### src/rtl/core/ctk_pkg.sv
// Package for the C subset tokenizer core: token class codes, keyword table,
// queue sizing and the classification functions shared by the front end.
// No dependencies.
package ctk_pkg;

  // Token classes as carried on the result channel.
  localparam logic [2:0] CLS_NUMBER  = 3'd0;
  localparam logic [2:0] CLS_KEYWORD = 3'd1;
  localparam logic [2:0] CLS_IDENT   = 3'd2;
  localparam logic [2:0] CLS_ARITH   = 3'd3;
  localparam logic [2:0] CLS_COMPARE = 3'd4;
  localparam logic [2:0] CLS_RELATE  = 3'd5;
  localparam logic [2:0] CLS_SEP     = 3'd6;
  localparam logic [2:0] CLS_OTHER   = 3'd7;

  // Number of letters held for keyword matching.
  localparam int HELD_MAX = 6;

  // Keyword table: letter k sits in bits 8k+7..8k, unused lanes are zero.
  localparam int KW_COUNT = 11;
  localparam logic [47:0] KW_WORD [KW_COUNT] = '{
    48'h0000_0000_6F64,  // do
    48'h0065_6C69_6877,  // while
    48'h0000_0000_6669,  // if
    48'h0000_6573_6C65,  // else
    48'h0000_6E65_6874,  // then
    48'h0000_0074_6E69,  // int
    48'h656C_6275_6F64,  // double
    48'h0074_616F_6C66,  // float
    48'h0074_736E_6F63,  // const
    48'h6E72_7574_6572,  // return
    48'h0000_6E69_616D   // main
  };
  localparam logic [2:0] KW_LEN [KW_COUNT] = '{
    3'd2, 3'd5, 3'd2, 3'd4, 3'd4, 3'd3, 3'd6, 3'd5, 3'd5, 3'd6, 3'd4
  };

  // Depth of the result queue between front and back end.
  localparam int QUEUE_DEPTH = 4;
  localparam int QUEUE_PTR_W = $clog2(QUEUE_DEPTH);
  localparam int QUEUE_CNT_W = $clog2(QUEUE_DEPTH + 1);

  // Class and index of one token.
  typedef struct packed {
    logic [2:0] cls;
    logic [3:0] code;
  } tok_kind_t;

  // Class of a byte that forms a token on its own.
  function automatic tok_kind_t single_class(input logic [7:0] b);
    tok_kind_t k;
    k.cls  = CLS_OTHER;
    k.code = 4'd0;
    case (b)
      "+": begin k.cls = CLS_ARITH;   k.code = 4'd0;  end
      "-": begin k.cls = CLS_ARITH;   k.code = 4'd1;  end
      "*": begin k.cls = CLS_ARITH;   k.code = 4'd2;  end
      "/": begin k.cls = CLS_ARITH;   k.code = 4'd3;  end
      "%": begin k.cls = CLS_ARITH;   k.code = 4'd4;  end
      "&": begin k.cls = CLS_ARITH;   k.code = 4'd5;  end
      "|": begin k.cls = CLS_ARITH;   k.code = 4'd6;  end
      "^": begin k.cls = CLS_ARITH;   k.code = 4'd7;  end
      "~": begin k.cls = CLS_ARITH;   k.code = 4'd8;  end
      "!": begin k.cls = CLS_ARITH;   k.code = 4'd9;  end
      "=": begin k.cls = CLS_ARITH;   k.code = 4'd10; end
      "<": begin k.cls = CLS_COMPARE; k.code = 4'd0;  end
      ">": begin k.cls = CLS_COMPARE; k.code = 4'd2;  end
      ",": begin k.cls = CLS_SEP;     k.code = 4'd0;  end
      ";": begin k.cls = CLS_SEP;     k.code = 4'd1;  end
      "(": begin k.cls = CLS_SEP;     k.code = 4'd2;  end
      ")": begin k.cls = CLS_SEP;     k.code = 4'd3;  end
      "{": begin k.cls = CLS_SEP;     k.code = 4'd4;  end
      "}": begin k.cls = CLS_SEP;     k.code = 4'd5;  end
      default: begin k.cls = CLS_OTHER; k.code = 4'd0; end
    endcase
    return k;
  endfunction

  // Class of a letter run: keyword when the held letters and length match.
  function automatic tok_kind_t word_kind(input logic [47:0] letters,
                                          input logic [2:0] len,
                                          input logic short_run);
    tok_kind_t k;
    k.cls  = CLS_IDENT;
    k.code = 4'd0;
    for (int i = 0; i < KW_COUNT; i++) begin
      if (short_run && (len == KW_LEN[i]) && (letters == KW_WORD[i])) begin
        k.cls  = CLS_KEYWORD;
        k.code = 4'(i);
      end
    end
    return k;
  endfunction

endpackage

### src/rtl/core/ctk_if.sv
// Channel interfaces of the C subset tokenizer core: source bytes in,
// tokens out. No dependencies.

// Input channel: one source byte per transaction.
interface ctk_in_if;
  logic       valid;
  logic       ready;
  logic [7:0] byte_value;
  logic       final_byte;

  modport source (output valid, output byte_value, output final_byte, input ready);
  modport sink   (input valid, input byte_value, input final_byte, output ready);
endinterface

// Result channel: one token per transaction.
interface ctk_out_if #(
  parameter int LINE_WIDTH   = 20,
  parameter int LENGTH_WIDTH = 16,
  parameter int OFFSET_WIDTH = 32
);
  logic                    valid;
  logic                    ready;
  logic [2:0]              token_class;
  logic [3:0]              token_code;
  logic [LINE_WIDTH-1:0]   line_number;
  logic [OFFSET_WIDTH-1:0] start_offset;
  logic [LENGTH_WIDTH-1:0] token_length;
  logic                    last_in_run;

  modport source (output valid, output token_class, output token_code,
                  output line_number, output start_offset, output token_length,
                  output last_in_run, input ready);
  modport sink   (input valid, input token_class, input token_code,
                  input line_number, input start_offset, input token_length,
                  input last_in_run, output ready);
endinterface

### src/rtl/core/ctk_front.sv
// Front end of the tokenizer: scans one byte per transaction, keeps the run
// state and builds the up to two tokens each byte causes. Uses ctk_pkg.
module ctk_front import ctk_pkg::*; #(
  parameter int LINE_WIDTH   = 20,
  parameter int LENGTH_WIDTH = 16,
  parameter int OFFSET_WIDTH = 32,
  localparam int RES_W = 3 + 4 + LINE_WIDTH + OFFSET_WIDTH + LENGTH_WIDTH + 1,
  localparam int ENT_W = 2 * RES_W + 1
) (
  input  logic             clk,
  input  logic             rst_n,
  input  logic             in_valid,
  output logic             in_ready,
  input  logic [7:0]       byte_value,
  input  logic             final_byte,
  input  logic             q_space,
  output logic             push,
  output logic [ENT_W-1:0] push_entry
);

  localparam logic [1:0] MODE_IDLE   = 2'd0;
  localparam logic [1:0] MODE_NUMBER = 2'd1;
  localparam logic [1:0] MODE_WORD   = 2'd2;
  localparam logic [1:0] MODE_OPER   = 2'd3;

  typedef struct packed {
    logic [2:0]              cls;
    logic [3:0]              code;
    logic [LINE_WIDTH-1:0]   line;
    logic [OFFSET_WIDTH-1:0] start;
    logic [LENGTH_WIDTH-1:0] len;
    logic                    last;
  } res_t;

  logic [1:0]              mode_r, mode_nxt, mode_mid;
  logic [7:0]              held_r, held_mid;
  logic [47:0]             letters_r, letters_mid;
  logic [LENGTH_WIDTH-1:0] run_r, run_mid, run_inc;
  logic [OFFSET_WIDTH-1:0] start_r, start_mid;
  logic [OFFSET_WIDTH-1:0] count_r, count_nxt;
  logic [LINE_WIDTH-1:0]   line_r, line_nxt;

  logic      is_digit, is_letter, is_nl, is_blank, is_opstart;
  logic      pair_v;
  tok_kind_t pair_kind;
  logic      used;
  logic      accept;

  // First token: the run or operator that this byte ends.
  logic                    p0_v;
  tok_kind_t               p0_kind;
  logic [LENGTH_WIDTH-1:0] p0_len;
  // Second token: a lone single-byte token or the flush after a final byte.
  logic                    q_v;
  tok_kind_t               q_kind;
  logic [OFFSET_WIDTH-1:0] q_start;
  logic [LENGTH_WIDTH-1:0] q_len;

  res_t slot0, slot1;
  logic has1;

  assign accept   = in_valid && in_ready;
  assign in_ready = q_space;

  // Byte classes.
  assign is_digit   = (byte_value >= "0") && (byte_value <= "9");
  assign is_letter  = ((byte_value >= "a") && (byte_value <= "z")) ||
                      ((byte_value >= "A") && (byte_value <= "Z"));
  assign is_nl      = (byte_value == 8'h0A);
  assign is_blank   = (byte_value == " ") || (byte_value == 8'h09) ||
                      (byte_value == 8'h0D) || (byte_value == 8'h0B) ||
                      (byte_value == 8'h0C);
  assign is_opstart = (byte_value == "<") || (byte_value == ">") ||
                      (byte_value == "=") || (byte_value == "!") ||
                      (byte_value == "&") || (byte_value == "|");

  assign run_inc = (run_r == {LENGTH_WIDTH{1'b1}}) ? run_r : run_r + 1'b1;

  // Two-byte operators formed with the held byte.
  always_comb begin
    pair_v         = 1'b1;
    pair_kind.cls  = CLS_COMPARE;
    pair_kind.code = 4'd0;
    if (byte_value == "=" && held_r == "<") begin
      pair_kind.code = 4'd1;
    end else if (byte_value == "=" && held_r == ">") begin
      pair_kind.code = 4'd3;
    end else if (byte_value == "=" && held_r == "=") begin
      pair_kind.code = 4'd4;
    end else if (byte_value == "=" && held_r == "!") begin
      pair_kind.code = 4'd5;
    end else if (byte_value == "&" && held_r == "&") begin
      pair_kind.cls  = CLS_RELATE;
      pair_kind.code = 4'd0;
    end else if (byte_value == "|" && held_r == "|") begin
      pair_kind.cls  = CLS_RELATE;
      pair_kind.code = 4'd1;
    end else begin
      pair_v = 1'b0;
    end
  end

  // Scan step: end the current run, start a new one, then flush on a final byte.
  always_comb begin
    used        = 1'b0;
    p0_v        = 1'b0;
    p0_kind     = single_class(held_r);
    p0_len      = run_r;
    q_v         = 1'b0;
    q_kind      = single_class(byte_value);
    q_start     = count_r;
    q_len       = LENGTH_WIDTH'(1);
    mode_mid    = MODE_IDLE;
    held_mid    = held_r;
    letters_mid = letters_r;
    run_mid     = run_r;
    start_mid   = start_r;
    line_nxt    = line_r;

    case (mode_r)
      MODE_OPER: begin
        p0_v = 1'b1;
        if (pair_v) begin
          used    = 1'b1;
          p0_kind = pair_kind;
          p0_len  = LENGTH_WIDTH'(2);
        end else begin
          p0_len = LENGTH_WIDTH'(1);
        end
      end
      MODE_NUMBER: begin
        if (is_digit) begin
          used     = 1'b1;
          mode_mid = MODE_NUMBER;
          run_mid  = run_inc;
        end else begin
          p0_v         = 1'b1;
          p0_kind.cls  = CLS_NUMBER;
          p0_kind.code = 4'd0;
        end
      end
      MODE_WORD: begin
        if (is_letter) begin
          used     = 1'b1;
          mode_mid = MODE_WORD;
          run_mid  = run_inc;
          for (int k = 0; k < HELD_MAX; k++) begin
            if (run_r == LENGTH_WIDTH'(k)) letters_mid[8*k +: 8] = byte_value;
          end
        end else begin
          p0_v    = 1'b1;
          p0_kind = word_kind(letters_r, run_r[2:0],
                              run_r <= LENGTH_WIDTH'(HELD_MAX));
        end
      end
      default: ;
    endcase

    // The byte was not absorbed by a run, so it is scanned afresh.
    if (!used) begin
      if (is_digit) begin
        mode_mid  = MODE_NUMBER;
        start_mid = count_r;
        run_mid   = LENGTH_WIDTH'(1);
      end else if (is_letter) begin
        mode_mid    = MODE_WORD;
        start_mid   = count_r;
        run_mid     = LENGTH_WIDTH'(1);
        letters_mid = {40'd0, byte_value};
      end else if (is_nl) begin
        line_nxt = (line_r == {LINE_WIDTH{1'b1}}) ? line_r : line_r + 1'b1;
      end else if (is_blank) begin
        mode_mid = MODE_IDLE;
      end else if (is_opstart) begin
        mode_mid  = MODE_OPER;
        held_mid  = byte_value;
        start_mid = count_r;
        run_mid   = LENGTH_WIDTH'(1);
      end else begin
        q_v = 1'b1;
      end
    end

    // A final byte flushes whatever is pending after the step.
    mode_nxt = final_byte ? MODE_IDLE : mode_mid;
    if (final_byte) begin
      case (mode_mid)
        MODE_NUMBER: begin
          q_v         = 1'b1;
          q_kind.cls  = CLS_NUMBER;
          q_kind.code = 4'd0;
          q_start     = start_mid;
          q_len       = run_mid;
        end
        MODE_WORD: begin
          q_v     = 1'b1;
          q_kind  = word_kind(letters_mid, run_mid[2:0],
                              run_mid <= LENGTH_WIDTH'(HELD_MAX));
          q_start = start_mid;
          q_len   = run_mid;
        end
        MODE_OPER: begin
          q_v     = 1'b1;
          q_kind  = single_class(held_mid);
          q_start = start_mid;
          q_len   = LENGTH_WIDTH'(1);
        end
        default: ;
      endcase
    end
  end

  assign count_nxt = (count_r == {OFFSET_WIDTH{1'b1}}) ? count_r : count_r + 1'b1;

  // Pack the tokens into one queue entry; all use the line before this byte.
  assign has1 = p0_v && q_v;

  always_comb begin
    slot0.cls   = p0_v ? p0_kind.cls  : q_kind.cls;
    slot0.code  = p0_v ? p0_kind.code : q_kind.code;
    slot0.line  = line_r;
    slot0.start = p0_v ? start_r : q_start;
    slot0.len   = p0_v ? p0_len  : q_len;
    slot0.last  = !has1;
    slot1.cls   = q_kind.cls;
    slot1.code  = q_kind.code;
    slot1.line  = line_r;
    slot1.start = q_start;
    slot1.len   = q_len;
    slot1.last  = 1'b1;
  end

  assign push       = accept && (p0_v || q_v);
  assign push_entry = {has1, slot1, slot0};

  // Scan state registers.
  always_ff @(posedge clk) begin
    if (!rst_n) begin
      mode_r    <= MODE_IDLE;
      held_r    <= 8'd0;
      letters_r <= 48'd0;
      run_r     <= '0;
      start_r   <= '0;
      count_r   <= '0;
      line_r    <= LINE_WIDTH'(1);
    end else if (accept) begin
      mode_r    <= mode_nxt;
      held_r    <= held_mid;
      letters_r <= letters_mid;
      run_r     <= run_mid;
      start_r   <= start_mid;
      count_r   <= count_nxt;
      line_r    <= line_nxt;
    end
  end

endmodule

### src/rtl/core/ctk_queue.sv
// Short register queue that decouples the tokenizer front end from the
// output side. Uses ctk_pkg for its depth.
module ctk_queue import ctk_pkg::*; #(
  parameter int WIDTH = 8
) (
  input  logic             clk,
  input  logic             rst_n,
  input  logic             push,
  input  logic [WIDTH-1:0] push_data,
  input  logic             pop,
  output logic [WIDTH-1:0] head,
  output logic             nonempty,
  output logic             space
);

  logic [WIDTH-1:0]       mem_r [QUEUE_DEPTH];
  logic [QUEUE_PTR_W-1:0] wr_ptr_r, rd_ptr_r;
  logic [QUEUE_CNT_W-1:0] cnt_r, cnt_nxt;

  assign nonempty = (cnt_r != '0);
  assign space    = (cnt_r != QUEUE_CNT_W'(QUEUE_DEPTH));
  assign head     = mem_r[rd_ptr_r];

  always_comb begin
    cnt_nxt = cnt_r;
    if (push && !pop) cnt_nxt = cnt_r + 1'b1;
    if (pop && !push) cnt_nxt = cnt_r - 1'b1;
  end

  // Entry storage.
  always_ff @(posedge clk) begin
    if (push) mem_r[wr_ptr_r] <= push_data;
  end

  // Pointers and fill count.
  always_ff @(posedge clk) begin
    if (!rst_n) begin
      wr_ptr_r <= '0;
      rd_ptr_r <= '0;
      cnt_r    <= '0;
    end else begin
      if (push) wr_ptr_r <= wr_ptr_r + 1'b1;
      if (pop)  rd_ptr_r <= rd_ptr_r + 1'b1;
      cnt_r <= cnt_nxt;
    end
  end

endmodule

### src/rtl/core/ctk_back.sv
// Back end of the tokenizer: takes queue entries of one or two tokens and
// sends them out one per transaction from an output register. Uses ctk_pkg.
module ctk_back import ctk_pkg::*; #(
  parameter int RES_W = 8,
  localparam int ENT_W = 2 * RES_W + 1
) (
  input  logic             clk,
  input  logic             rst_n,
  input  logic [ENT_W-1:0] head,
  input  logic             q_nonempty,
  output logic             pop,
  output logic             out_valid,
  input  logic             out_ready,
  output logic [RES_W-1:0] out_res
);

  logic [ENT_W-1:0] ent_r;
  logic             ent_v_r;
  logic             sel_r;
  logic             has1, fire, done;

  assign has1      = ent_r[ENT_W-1];
  assign fire      = ent_v_r && out_ready;
  assign done      = fire && (sel_r || !has1);
  assign pop       = q_nonempty && (!ent_v_r || done);
  assign out_valid = ent_v_r;
  assign out_res   = sel_r ? ent_r[2*RES_W-1:RES_W] : ent_r[RES_W-1:0];

  // Entry payload.
  always_ff @(posedge clk) begin
    if (pop) ent_r <= head;
  end

  // Entry valid and slot select.
  always_ff @(posedge clk) begin
    if (!rst_n) begin
      ent_v_r <= 1'b0;
      sel_r   <= 1'b0;
    end else if (pop) begin
      ent_v_r <= 1'b1;
      sel_r   <= 1'b0;
    end else if (done) begin
      ent_v_r <= 1'b0;
      sel_r   <= 1'b0;
    end else if (fire) begin
      sel_r <= 1'b1;
    end
  end

endmodule

### src/rtl/core/c_subset_tokenizer_core.sv
// Top level of the C subset tokenizer core: front end, result queue and back end.
// Uses ctk_pkg, ctk_in_if, ctk_out_if, ctk_front, ctk_queue and ctk_back.
//
// Usage: in_chan takes one source byte per transaction, with final_byte set on
// the last byte of a stream to flush the pending token. out_chan gives one
// token per transaction: class, code, line, start offset, length, and
// last_in_run on the last token caused by a byte. A byte causes zero, one or
// two tokens.
// A token caused by an accepted byte is written into the queue, then loaded
// into the output register, from which out_chan offers it. Throughput: one
// byte per cycle while the queue has space. Output is one token per cycle, so
// two tokens of one byte need two transfers; the four-entry queue absorbs this.
// When the receiver stalls, tokens collect in the queue; once it holds four
// entries in_chan.ready drops until the output stage has sent every token of
// its current entry and takes the next entry from the queue.
// Reset (rst_n low, synchronous) empties the queue and the output stage and
// returns the scanner to idle at line 1, offset 0.
module c_subset_tokenizer_core import ctk_pkg::*; #(
  parameter int LINE_WIDTH   = 20,
  parameter int LENGTH_WIDTH = 16,
  parameter int OFFSET_WIDTH = 32
) (
  input  logic       clk,
  input  logic       rst_n,
  ctk_in_if.sink     in_chan,
  ctk_out_if.source  out_chan
);

  localparam int RES_W = 3 + 4 + LINE_WIDTH + OFFSET_WIDTH + LENGTH_WIDTH + 1;
  localparam int ENT_W = 2 * RES_W + 1;

  typedef struct packed {
    logic [2:0]              cls;
    logic [3:0]              code;
    logic [LINE_WIDTH-1:0]   line;
    logic [OFFSET_WIDTH-1:0] start;
    logic [LENGTH_WIDTH-1:0] len;
    logic                    last;
  } res_t;

  logic             q_space, q_nonempty, push, pop;
  logic [ENT_W-1:0] push_entry, head;
  res_t             res;

  // Scanner.
  ctk_front #(
    .LINE_WIDTH   (LINE_WIDTH),
    .LENGTH_WIDTH (LENGTH_WIDTH),
    .OFFSET_WIDTH (OFFSET_WIDTH)
  ) u_front (
    .clk        (clk),
    .rst_n      (rst_n),
    .in_valid   (in_chan.valid),
    .in_ready   (in_chan.ready),
    .byte_value (in_chan.byte_value),
    .final_byte (in_chan.final_byte),
    .q_space    (q_space),
    .push       (push),
    .push_entry (push_entry)
  );

  // Decoupling queue.
  ctk_queue #(
    .WIDTH (ENT_W)
  ) u_queue (
    .clk       (clk),
    .rst_n     (rst_n),
    .push      (push),
    .push_data (push_entry),
    .pop       (pop),
    .head      (head),
    .nonempty  (q_nonempty),
    .space     (q_space)
  );

  // Output stage.
  ctk_back #(
    .RES_W (RES_W)
  ) u_back (
    .clk        (clk),
    .rst_n      (rst_n),
    .head       (head),
    .q_nonempty (q_nonempty),
    .pop        (pop),
    .out_valid  (out_chan.valid),
    .out_ready  (out_chan.ready),
    .out_res    (res)
  );

  // Result fields onto the output channel.
  assign out_chan.token_class  = res.cls;
  assign out_chan.token_code   = res.code;
  assign out_chan.line_number  = res.line;
  assign out_chan.start_offset = res.start;
  assign out_chan.token_length = res.len;
  assign out_chan.last_in_run  = res.last;

endmodule
### src/flat_wrapper.sv
// flat-port wrapper written by rule: the top's interface ports become plain ports
module c_subset_tokenizer_core_flat import ctk_pkg::*;
#(
  parameter int LINE_WIDTH   = 20,
  parameter int LENGTH_WIDTH = 16,
  parameter int OFFSET_WIDTH = 32
)
  (clk, rst_n, in_chan_valid, in_chan_byte_value, in_chan_final_byte, in_chan_ready, out_chan_valid, out_chan_token_class, out_chan_token_code, out_chan_line_number, out_chan_start_offset, out_chan_token_length, out_chan_last_in_run, out_chan_ready);
  ctk_in_if in_chan_i ();
  ctk_out_if #(.LINE_WIDTH(LINE_WIDTH), .LENGTH_WIDTH(LENGTH_WIDTH), .OFFSET_WIDTH(OFFSET_WIDTH)) out_chan_i ();
  input  logic clk;
  input  logic rst_n;
  input wire logic [$bits(in_chan_i.valid)-1:0] in_chan_valid;
  input wire logic [$bits(in_chan_i.byte_value)-1:0] in_chan_byte_value;
  input wire logic [$bits(in_chan_i.final_byte)-1:0] in_chan_final_byte;
  output wire logic [$bits(in_chan_i.ready)-1:0] in_chan_ready;
  output wire logic [$bits(out_chan_i.valid)-1:0] out_chan_valid;
  output wire logic [$bits(out_chan_i.token_class)-1:0] out_chan_token_class;
  output wire logic [$bits(out_chan_i.token_code)-1:0] out_chan_token_code;
  output wire logic [$bits(out_chan_i.line_number)-1:0] out_chan_line_number;
  output wire logic [$bits(out_chan_i.start_offset)-1:0] out_chan_start_offset;
  output wire logic [$bits(out_chan_i.token_length)-1:0] out_chan_token_length;
  output wire logic [$bits(out_chan_i.last_in_run)-1:0] out_chan_last_in_run;
  input wire logic [$bits(out_chan_i.ready)-1:0] out_chan_ready;
  assign in_chan_i.valid = in_chan_valid;
  assign in_chan_i.byte_value = in_chan_byte_value;
  assign in_chan_i.final_byte = in_chan_final_byte;
  assign in_chan_ready = in_chan_i.ready;
  assign out_chan_valid = out_chan_i.valid;
  assign out_chan_token_class = out_chan_i.token_class;
  assign out_chan_token_code = out_chan_i.token_code;
  assign out_chan_line_number = out_chan_i.line_number;
  assign out_chan_start_offset = out_chan_i.start_offset;
  assign out_chan_token_length = out_chan_i.token_length;
  assign out_chan_last_in_run = out_chan_i.last_in_run;
  assign out_chan_i.ready = out_chan_ready;
  c_subset_tokenizer_core #(.LINE_WIDTH(LINE_WIDTH), .LENGTH_WIDTH(LENGTH_WIDTH), .OFFSET_WIDTH(OFFSET_WIDTH)) u_core (.clk(clk), .rst_n(rst_n), .in_chan(in_chan_i), .out_chan(out_chan_i));
endmodule
### config.mk
export PLATFORM = sky130hd
export DESIGN_NAME = c_subset_tokenizer_core_flat
export DESIGN_NICKNAME = d
export VERILOG_FILES = /design/src/rtl/core/ctk_pkg.sv /design/src/rtl/core/ctk_if.sv /design/src/rtl/core/ctk_front.sv /design/src/rtl/core/ctk_queue.sv /design/src/rtl/core/ctk_back.sv /design/src/rtl/core/c_subset_tokenizer_core.sv /design/src/flat_wrapper.sv
export SDC_FILE = /design/constraint.sdc
export NUM_CORES = 1
export LEC_CHECK = 0
export BUFFER_PORTS_ARGS = -buffer_cell sky130_fd_sc_hd__buf_2
export CAP_MARGIN = 20
export CORE_ASPECT_RATIO = 0.8
export CORE_MARGIN = 2
export CORE_UTILIZATION = 50
export CTS_CLUSTER_DIAMETER = 150
export DETAILED_ROUTE_END_ITERATION = 7
export PLACE_DENSITY = 0.66
export REMOVE_ABC_BUFFERS = 1
export SYNTH_ARGS = -nofsm -noshare
export SYNTH_HDL_FRONTEND = slang
export SYNTH_SLANG_ARGS = --single-unit
### constraint.sdc
create_clock -name clk -period 11.25 [get_ports clk]
set_input_delay 1.125 -clock clk [delete_from_list [all_inputs] [get_ports clk]]
set_output_delay 1.125 -clock clk [all_outputs]
set_load 0.02 [all_outputs]
# Yosys cells after proc, flatten, opt, wreduce, memory -nomap -nowiden
# Memories as Yosys holds them, arrays and structs flattened. A register that Yosys moved wholly into a read port is not among the register bits.
# Index checks and enable logic that the tools add are counted.
# op_classes
addsub	7
n_lt_le_gt_ge	8
n_eq_ne	110
n_mux	122
n_bitwise	6
n_reduce_logical	76
# op_table
operator	count
7-bit case mux with 19 select lines	3
8-bit by 6-bit equality test with 1-bit output, second input constant	43
48-bit by 31-bit equality test with 1-bit output, second input constant	6
48-bit by 39-bit equality test with 1-bit output, second input constant	6
32-bit two-way mux	9
48-bit two-way mux	5
16-bit two-way mux	13
48-bit by 15-bit equality test with 1-bit output, second input constant	4
48-bit by 47-bit equality test with 1-bit output, second input constant	4
7-bit two-way mux	25
8-bit by 7-bit equality test with 1-bit output, second input constant	15
48-bit by 23-bit equality test with 1-bit output, second input constant	2
8-bit two-way mux	12
76-bit two-way mux	1
1-bit logical AND	49
7-bit case mux with 3 select lines	2
8-bit by 4-bit equality test with 1-bit output, second input constant	5
32-bit by 1-bit adder with 32-bit output, second input constant	1
16-bit by 2-bit equality test with 1-bit output, second input constant	2
16-bit by 3-bit equality test with 1-bit output, second input constant	2
32-bit equality test, second input constant	1
16-bit by 3-bit <= comparator with 1-bit output, second input constant	2
16-bit case mux with 2 select lines	1
1-bit two-way mux	24
other kinds (34)	92
# word_totals
reg_bits	320
mem_bits_rw	608
in_bits	13
output_inout_bits	78
word_cells	343
memories	1
# mem_list
memory	words	word_bits	rd	rd_ports_with_merged_regs	wr	line_no	rtl
u_core.u_queue.mem_r	4	152	1	1	1	ctk_queue.sv:16	logic [WIDTH-1:0] mem_r [QUEUE_DEPTH];

# Longest topological paths before layout
# Gate-level depths: netlist (run 1).
# logic_depth
depth_word	29
mapped_depth	22

# By module
# From an unflattened synthesis (run 1), not the netlist that was laid out.
# unflattened
cells_unflattened	3010
hier_area_um2	42050.3
# modules_own_cells
module	n_inst	cells_each	area_per_inst_um2	seq_area_each_um2
ctk_queue	1	845	22490.3	18557.8
ctk_front	1	1916	13829.5	3163.0
ctk_back	1	249	5730.5	4634.4

# Worst setup path after synthesis (run 1)
# OpenSTA, ideal clock, no wires.
# synth_path
kind	input port to flip-flop
from	input out_chan_ready
to	register u_core.u_queue.cnt_r[2]
setup_ns	0.076
t_arrival_ns	9.748
setup_slack_ns	1.426
cell_stages	8
cell_sequence	o21ai_0 -> a21oi_1 -> ha_1 -> inv_1 -> fa_1 -> xor2_1 -> or3_1 -> a21boi_0
# synth_between
elab_chain_cells	7
word_cells_on_any_way	9
# synth_lines
element	line_no	rtl
start, declared	flat_wrapper.sv:24	input wire logic [$bits(out_chan_i.ready)-1:0] out_chan_ready;
1-bit logical AND (*)	ctk_back.sv:23	assign fire = ent_v_r && out_ready;
1-bit logical AND (*)	ctk_back.sv:24	assign done = fire && (sel_r || !has1);
1-bit logical OR (*)	ctk_back.sv:25	assign pop = q_nonempty && (!ent_v_r || done);
1-bit logical AND (*)	ctk_back.sv:25	
net u_core.pop	c_subset_tokenizer_core.sv:41	logic q_space, q_nonempty, push, pop;
1-bit logical NOT	ctk_queue.sv:26	if (push && !pop) cnt_nxt = cnt_r + 1'b1;
1-bit logical AND	ctk_queue.sv:26	
2-bit nonzero test (no line)	-	
end signal, assigned	ctk_queue.sv:44	cnt_r <= cnt_nxt;
end, declared	ctk_queue.sv:18	logic [QUEUE_CNT_W-1:0] cnt_r, cnt_nxt;
# Mark *: on every way through the listed nets, which the timed path passes. The rest lies on a longest branch.
# A chain may end at the register's enable or synchronous reset.

# Worst setup path in the final report (run 1)
# layout_path
from	input in_chan_byte_value[1]
to	memory u_core.u_queue.mem_r[0][7] (netlist bit) (enable)
# layout_between
elab_chain_cells	20
word_cells_on_any_way	75
# layout_lines
element	line_no	rtl
start, declared	flat_wrapper.sv:14	input wire logic [$bits(in_chan_i.byte_value)-1:0] in_chan_byte_value;
parallel branches: the longest is 16 deep, another holds 8-bit by 7-bit >= comparator with 1-bit output	-	
1-bit logical OR (*)	ctk_front.sv:233	assign push = accept && (p0_v || q_v);
1-bit logical AND (*)	ctk_front.sv:233	
1-bit two-way mux (*)	ctk_queue.sv:32	if (push) mem_r[wr_ptr_r] <= push_data;
1-bit two-way mux (implied by the code) (*)	ctk_queue.sv:32	
end, declared	ctk_queue.sv:16	
# Every way passes the cells marked *.

==> results.json, run 1 <==
{
  "drv_slew": 0,
  "dieArea_mm2": 0.0767,
  "netSwitchingPower_mw": 2.35,
  "seq_power_share_pct": 47.9,
  "fin_crit_ps": 6950,
  "io-pin-count": 91,
  "clock_path_buffers": 3,
  "antenna_found_initial": 3,
  "routed-wl-met3_um": 7780,
  "synth_async_sr_flop_share_pct": 0,
  "grt_pass1_wl_um": 154000,
  "ant_nets": 0,
  "path_max_fanout": 132,
  "yosysSeqAreaShare_pct": 62.2,
  "die_y_um": 248,
  "layout.cells.most_common": "edfxtp_1",
  "diodes": 0,
  "root_buffer": "clkbuf_16",
  "p_total_mw": 8.35,
  "layout_common_cells": "edfxtp_1, nand2_1, nor2_1",
  "yosys_warnings": 0,
  "ys_ff_latch": 827,
  "fmax_mhz": 144,
  "cts_resized": 0,
  "rows": 89,
  "status": "finished, final reports clean",
  "fillers": 6052,
  "portBuffers": 90,
  "wl_per_cell_um": 26.3,
  "clk_latency_ps": 650,
  "crit_required_ps": 11500,
  "hold_viol_final": 0,
  "core_area_mm2": 0.0737,
  "dp.cells": 3801,
  "dr.max_layer_used": "met5",
  "crit_type": "primary input to register",
  "skew_ps": 22.0,
  "synthFlopType": "edfxtp_1",
  "vias_per_cell": 6.23,
  "cp.arrival_ps": 7200,
  "setup_viol": 0,
  "endpoint_kind": "register",
  "cts_buffers": 81,
  "fin_crit_sh_pct": 61.8,
  "synth.avg_cell_area_um2": 13.1,
  "drcViolationCount": 0,
  "swShare_pct": 28.1,
  "dr.pass1.iters": 6,
  "fp.dieW_um": 309,
  "area_delta_synth_final_pct": 10.9,
  "grtUsageTotal_pct": 27.1,
  "syn_inst": 2855,
  "ctsHtreeMaxLevel": 3,
  "maxCapViolCount": 0,
  "overflow": 0,
  "drive_gt1_share_pct": 17.5,
  "worst_path_max_delay_cell": "nor2b_1",
  "p_leak_nw": 13.8,
  "tightestPinTransition_ps": 1270,
  "cts_sinks": 827,
  "cp_cell_sequence": "buf_2, nor4_1, a221oi_2, buf_4, a21boi_4, nor2_1, or3_1, nand2_1, inv_1, ha_1, nor2b_1, a31oi_1, a21oi_1, and2_4, buf_12",
  "dp_hpwl_um": 67600,
  "cts-hold-fix-buffers": 0,
  "rsz0062_at_grt": "no",
  "syn_area_mm2": 0.0373,
  "wl_met2_um": 46300,
  "fin_area_mm2": 0.0413,
  "placed_cell_area_mm2": 0.0387,
  "powerDensity_mw_per_mm2": 202,
  "gp_congestion": 1.01,
  "clk_pin_slew_ps": 60,
  "grt_max_degree": 133,
  "post_cts_buffers": 0,
  "clock_power_share_pct": 32.0,
  "crit_path_max_incr_delay_ps": 750,
  "p_int_mw": 6.00,
  "final_nets": 2917,
  "grt_pass1_vias": 23800,
  "vdd.ir_drop.worst_uv": 142,
  "finalNonFillerCells": 3953,
  "cts_tree": "done",
  "hp-class": "register to register",
  "relSlewSlack_pct": 15.3,
  "startpoint_type": "primary input",
  "fin_setup_tns_ps": 0,
  "routed_wl_um": 104000,
  "wl_met1_um": 47300,
  "ff2ff_setup_slack_ps": 4980,
  "synth_edf_count": 660,
  "yosys.cell_types.count": 90,
  "drtIter0Drc": 2670,
  "num_vias": 24600,
  "comb_power_share_pct": 20.1,
  "initial_utilization_pct": 50.5
}
==> layout make-up <==
class / instances / area, um2 / share of cell area (%)
Clock inverter: 36 / 357 / 0.863
Timing Repair Buffer: 127 / 823 / 1.99
Inverter: 36 / 135 / 0.327
Sequential cell: 827 / 23200 / 56.1
Clock buffer: 115 / 2280 / 5.51
Tap cell: 1001 / 1250 / 3.03
Multi-Input combinational cell: 1811 / 13300 / 32.2
==> worst max-delay path, delay by kind of cell <==
family | cells | cell delay, ps
buffers and inverters | 4 | 1150
AOI/OAI and AO/OA | 4 | 1440
and+or+nand+nor | 6 | 2800
adders and majority gates | 1 | 190
==> sequential cells by signal, indices dropped and copies added (netlist names) <==
signal,count
u_core.u_queue.mem_r,528
u_core.u_back.sel_r,1
u_core.u_queue.cnt_r,3
u_core.u_front.mode_r,2
u_core.u_front.held_r,8
u_core.u_front.count_r,32
u_core.u_front.run_r,16
u_core.u_front.letters_r,48
u_core.u_queue.wr_ptr_r,2
u_core.u_back.ent_r,132
u_core.u_queue.rd_ptr_r,2
u_core.u_front.start_r,32
u_core.u_back.out_valid,1
u_core.u_front.line_r,20
==> Yosys cell counts (all sizes together) (11+ instances only) <==
cell type	instances	area share, %
a22oi	17	0.34
inv	36	0.36
edfxtp	660	53
dfxtp	167	9.0
mux2i	23	0.62
nor4	34	0.60
o211ai	13	0.26
clkbuf	128	1.3
nand3	98	1.3
or3	28	0.47
and4	18	0.42
or4	19	0.40
a211oi	12	0.24
nand3b	16	0.32
o31ai	12	0.26
and2	72	1.2
o21a	11	0.22
nand2	268	2.7
nor2b	44	0.74
a21boi	71	1.5
and3	36	0.60
ha	19	0.64
o22ai	15	0.25
o211a	15	0.40
buf	53	0.60
a31oi	24	0.40
xnor2	41	0.96
mux2	92	2.8
nand4	63	1.1
mux4	132	8.0
nor3	67	0.93
a21oi	80	1.1
o21ai	91	1.2
nor2	243	2.4
nand2b	22	0.37
==> final timing paths <==
path / cells after the start / startpoint / endpoint
worst max-delay path: 15 / in_chan_byte_value[1] / u_core.u_queue.mem_r[0][7]$_DFFE_PP_
worst min-delay path: 2 / u_core.u_front.letters_r[23]$_SDFFE_PN0P_ / u_core.u_front.letters_r[23]$_SDFFE_PN0P_
worst max register to register: 18 / u_core.u_front.held_r[2]$_SDFFE_PN0P_ / u_core.u_queue.cnt_r[2]$_SDFFE_PN0P_
worst min register to register: 2 / u_core.u_front.letters_r[23]$_SDFFE_PN0P_ / u_core.u_front.letters_r[23]$_SDFFE_PN0P_
==> per-stage QoR <==
step	hold WS, ps	setup slack (ps)	utilization [%]
6_report	471	4300	56.1
5_1_grt	492	4110	56.1
4_1_cts	468	4550	56.1
3_5_place_dp	452	3890	52.5
3_3_place_gp	459	4040	52.4
2_1_floorplan	434	740	-
==> power by group through the flow <==
stage	registers, mW	clock network, mW	logic, mW
floorplan	4.26	0	1.12
global placement	4.07	0	1.68
detailed placement	4.07	0	1.71
CTS	4.01	2.72	1.72
global route	4.04	2.84	1.81
finish	4.00	2.67	1.68
==> cell families (layout without fill, tap and decap cells) <==
| kind of cell | Yosys count | after routing | synth area share [%] |
|---|---|---|---|
| DFF | 827 | 827 | 62.2 |
| xor gates and xnor gates | 46 | 46 | 1.08 |
| adders and majority gates | 20 | 20 | 0.692 |
| and+or+nand+nor | 1074 | 1074 | 14.7 |
| buffers and inverters | 217 | 314 | 2.25 |
| AOI/OAI and AO/OA | 424 | 424 | 7.77 |
| muxes | 247 | 247 | 11.4 |
==> metal layers <==
metal | vias to the layer above | global-route usage, %
li1 | 11000 | -
met2 | 918 | 40.7
met1 | 12500 | 39.9
met5 | - | 0
met3 | 196 | 5.92
met4 | 2 | 7.51
Note: power is estimated with default switching activity, not from simulation.
==> run 2, diff against run 1 <==
--- a/config.mk
+++ b/config.mk
@@ -5,6 +5,7 @@
 export SDC_FILE = /design/constraint.sdc
 export NUM_CORES = 1
 export LEC_CHECK = 0
+export ABC_AREA = 1
 export BUFFER_PORTS_ARGS = -buffer_cell sky130_fd_sc_hd__buf_2
 export CAP_MARGIN = 20
 export CORE_ASPECT_RATIO = 0.8
==> constraint.sdc (replaced) <==
create_clock -name clk -period 6.71 [get_ports clk]
set_input_delay 0.671 -clock clk [delete_from_list [all_inputs] [get_ports clk]]
set_output_delay 0.671 -clock clk [all_outputs]
set_load 0.02 [all_outputs]
==> run 2 against run 1 <==
Compared with the run above:
- cell count grew 34%
- wire length shrank 2.5%
- synthesized cell count grew 47%
- critical path type unchanged
- largest cell class unchanged
- worst hold slack lost 35 ps
- sequential cell count is the same
- first-iteration DRC count grew 20%
- largest power group unchanged
==> results.json, run 2 <==
{
  "status": "finished, final reports clean",
  "path_max_fanout": 46,
  "cts_buffers": 84,
  "synth_most_common_cell": "nand2_1",
  "dieArea_mm2": 0.0795,
  "synth_area_leaders": "edfxtp_1, dfxtp_1, o21ai_0",
  "synth.avg_cell_area_um2": 9.20,
  "fin_crit_sh_pct": 75.0,
  "synth_area_leader_cell": "edfxtp_1",
  "crit_type": "primary input to register",
  "min_path_cells": 4,
  "fin_util_pct": 55.7,
  "gp_congestion": 0.987,
  "grt_pass1_vias": 27400,
  "powerDensity_mw_per_mm2": 369,
  "cp_num_buf_inv": 8,
  "hold_ws_ps": 436,
  "rsz0062_at_grt": "no",
  "crit_required_ps": 6980,
  "fp.dieW_um": 315,
  "cp_common_cell": "inv_2",
  "ys_top_cells_by_count": "nand2_1, edfxtp_1, nor2_1",
  "wl_per_cell_um": 19.2,
  "portBuffers": 90,
  "drv_slew": 0,
  "io-pin-count": 91,
  "dp.cells": 5123,
  "drtIter0Drc": 3197,
  "area_delta_synth_final_pct": 10.7,
  "post_cts_buffers": 0,
  "yosysSeqAreaShare_pct": 60.0,
  "relSlewSlack_pct": 27.4,
  "core_area_mm2": 0.0767,
  "maxCapViolCount": 0,
  "clk_latency_ps": 670,
  "diodes": 0,
  "setup_viol": 0,
  "die_y_um": 253,
  "yosys.area.top_type_share_pct": 51.3,
  "dr.pass1.iters": 7,
  "cts-hold-fix-buffers": 0,
  "ff2ff_setup_slack_ps": 1720,
  "hp-class": "primary input to register",
  "num_vias": 29600,
  "reg_top3": "u_core.u_queue.mem_r: 528 flops, u_core.u_back.ent_r: 132 flops, u_core.u_front.letters_r: 48 flops",
  "routed_wl_um": 101000,
  "grt_max_degree": 186,
  "fin_crit_ps": 5040,
  "vdd.ir_drop.worst_uv": 263,
  "drcViolationCount": 0,
  "initial_utilization_pct": 50.3,
  "fmax_mhz": 199,
  "layout_common_cells": "nand2_1, edfxtp_1, nor2_1",
  "hold_viol_final": 0,
  "critical-path-top-delay-family": "simple AND/OR/NAND/NOR gates",
  "cts_tree": "done",
  "fin_area_mm2": 0.0428,
  "clock_path_buffers": 3,
  "rows": 91,
  "largest_reg_flops": 528,
  "multi_input_area_mm2": 0.0129,
  "final_nets": 4220,
  "clk_pin_slew_ps": 60,
  "syn_inst": 4197,
  "overflow": 0,
  "worst_path_max_delay_cell": "buf_4",
  "ctsHtreeMaxLevel": 3,
  "grtUsageTotal_pct": 25.2,
  "synthFlopType": "edfxtp_1",
  "grt_pass1_wl_um": 157000,
  "cts_resized": 0,
  "antenna_found_initial": 1,
  "dp_hpwl_um": 62600,
  "tightestPinTransition_ps": 1090,
  "finalNonFillerCells": 5282,
  "endpoint_kind": "register",
  "ff_latch_area_mm2": 0.0232,
  "ys_ff_latch": 827,
  "regMostFlops": "u_core.u_queue.mem_r",
  "rr_worst_depth": 18,
  "root_buffer": "clkbuf_16",
  "fillers": 6713,
  "cp.arrival_ps": 5310,
  "layout.cells.most_common": "nand2_1",
  "synth_edf_count": 660,
  "ant_nets": 0,
  "p_leak_nw": 16.2,
  "cp_cell_sequence": "buf_2, o21ai_1, nand2_1, inv_2, nand2_1, nand2_1, buf_4, inv_2, nand2_8, nand2_8, inv_2, o22ai_1, inv_1, ha_1, nor2_1, inv_2, o31ai_1, o21ai_1, nor2_4, buf_4",
  "yosys.cell_types.count": 57,
  "startpoint_type": "primary input",
  "yosys_warnings": 0,
  "placed_cell_area_mm2": 0.0398,
  "cp.depth": 20,
  "syn_area_mm2": 0.0386,
  "crit_path_max_incr_delay_ps": 570,
  "skew_ps": 41.8,
  "drive_gt1_share_pct": 9.77,
  "cts_sinks": 827,
  "synth_async_sr_flop_share_pct": 0,
  "vias_per_cell": 5.60
}
[run 2: changes by cell type in the layout (fill, tap and decap cells not counted), moves of 66 or more]
cell,delta
o21ai_0,+492
nand2_1,+448
nor2_1,+395
inv_1,+349
mux4_2,-132
o22ai_1,+122
mux2_2,-92
a21boi_0,-66
[run 2: path summary, 6_finish.rpt]
| path | from | endpoint |
|---|---|---|
| setup / recovery | in_chan_byte_value[1] | u_core.u_queue.mem_r[0][148]$_DFFE_PP_ |
| hold / removal | in_chan_final_byte | u_core.u_front.mode_r[0]$_SDFFE_PN0P_ |
| setup reg to reg | u_core.u_front.mode_r[0]$_SDFFE_PN0P_ | u_core.u_queue.mem_r[0][148]$_DFFE_PP_ |
| hold reg to reg | u_core.u_queue.cnt_r[0]$_SDFFE_PN0P_ | u_core.u_queue.cnt_r[0]$_SDFFE_PN0P_ |
[run 2: layer usage]
layer / vias to the layer above / global-route usage [%] / part of all wire (%)
met4: 0 / 6.73 / 2.2
met5: - / 0 / 0
met3: 155 / 4.81 / 7.7
met1: 14000 / 35.6 / 45
met2: 1083 / 39.9 / 45
li1: 14300 / - / -
[run 2: layout make-up]
cell class | instances | area share [%]
well taps | 1023 | 2.99
repair buffers | 124 | 1.86
clock inverters | 46 | 1.42
inverters | 430 | 3.82
multi-input cells | 2720 | 30.3
clock buffers | 112 | 5.47
flip-flops and latches | 827 | 54.2
[run 2: worst register-to-register path, cell delays in order (launching register included)]
cell and delay, ps:
dfxtp_1 380, inv_1 80, ha_1 310, nand4_1 150, nand2_1 60, buf_4 190
inv_2 120, nand2_8 180, nand2_8 340, inv_2 130, o22ai_1 280, inv_1 120
ha_1 210, nor2_1 410, inv_2 70, o31ai_1 140, o21ai_1 420, nor2_4 440
buf_4 570
[run 2: cell families (layout without fill, tap and decap cells)]
group / Yosys count / after routing / share of synthesized area [%]
xor gates and xnor gates: 5 / 5 / 0.113
AOI/OAI and AO/OA: 922 / 922 / 12.9
DFF: 827 / 827 / 60.0
adders and majority gates: 20 / 20 / 0.667
buffers and inverters: 650 / 712 / 6.60
and+or+nand+nor: 1773 / 1773 / 19.8
[run 2: where the power goes]
| part | total (mW) | switching, mW | internal (mW) |
|---|---|---|---|
| logic | 3.84 | 2.85 | 0.995 |
| clock network | 4.92 | 2.04 | 2.87 |
| registers | 7.01 | 0.361 | 6.65 |
| total | 15.8 | 5.25 | 10.5 |
[run 2: per-stage QoR]
| step | setup WS, ps | setup TNS [ps] | total power [mW] |
|---|---|---|---|
| floorplan | -3550 | -2056080 | 9.68 |
| detailed placement | 1110 | 0 | 11.0 |
| global placement | 1150 | 0 | 10.9 |
| global route | 1340 | 0 | 16.6 |
| finish | 1670 | 0 | 15.8 |
| CTS | 1760 | 0 | 15.9 |
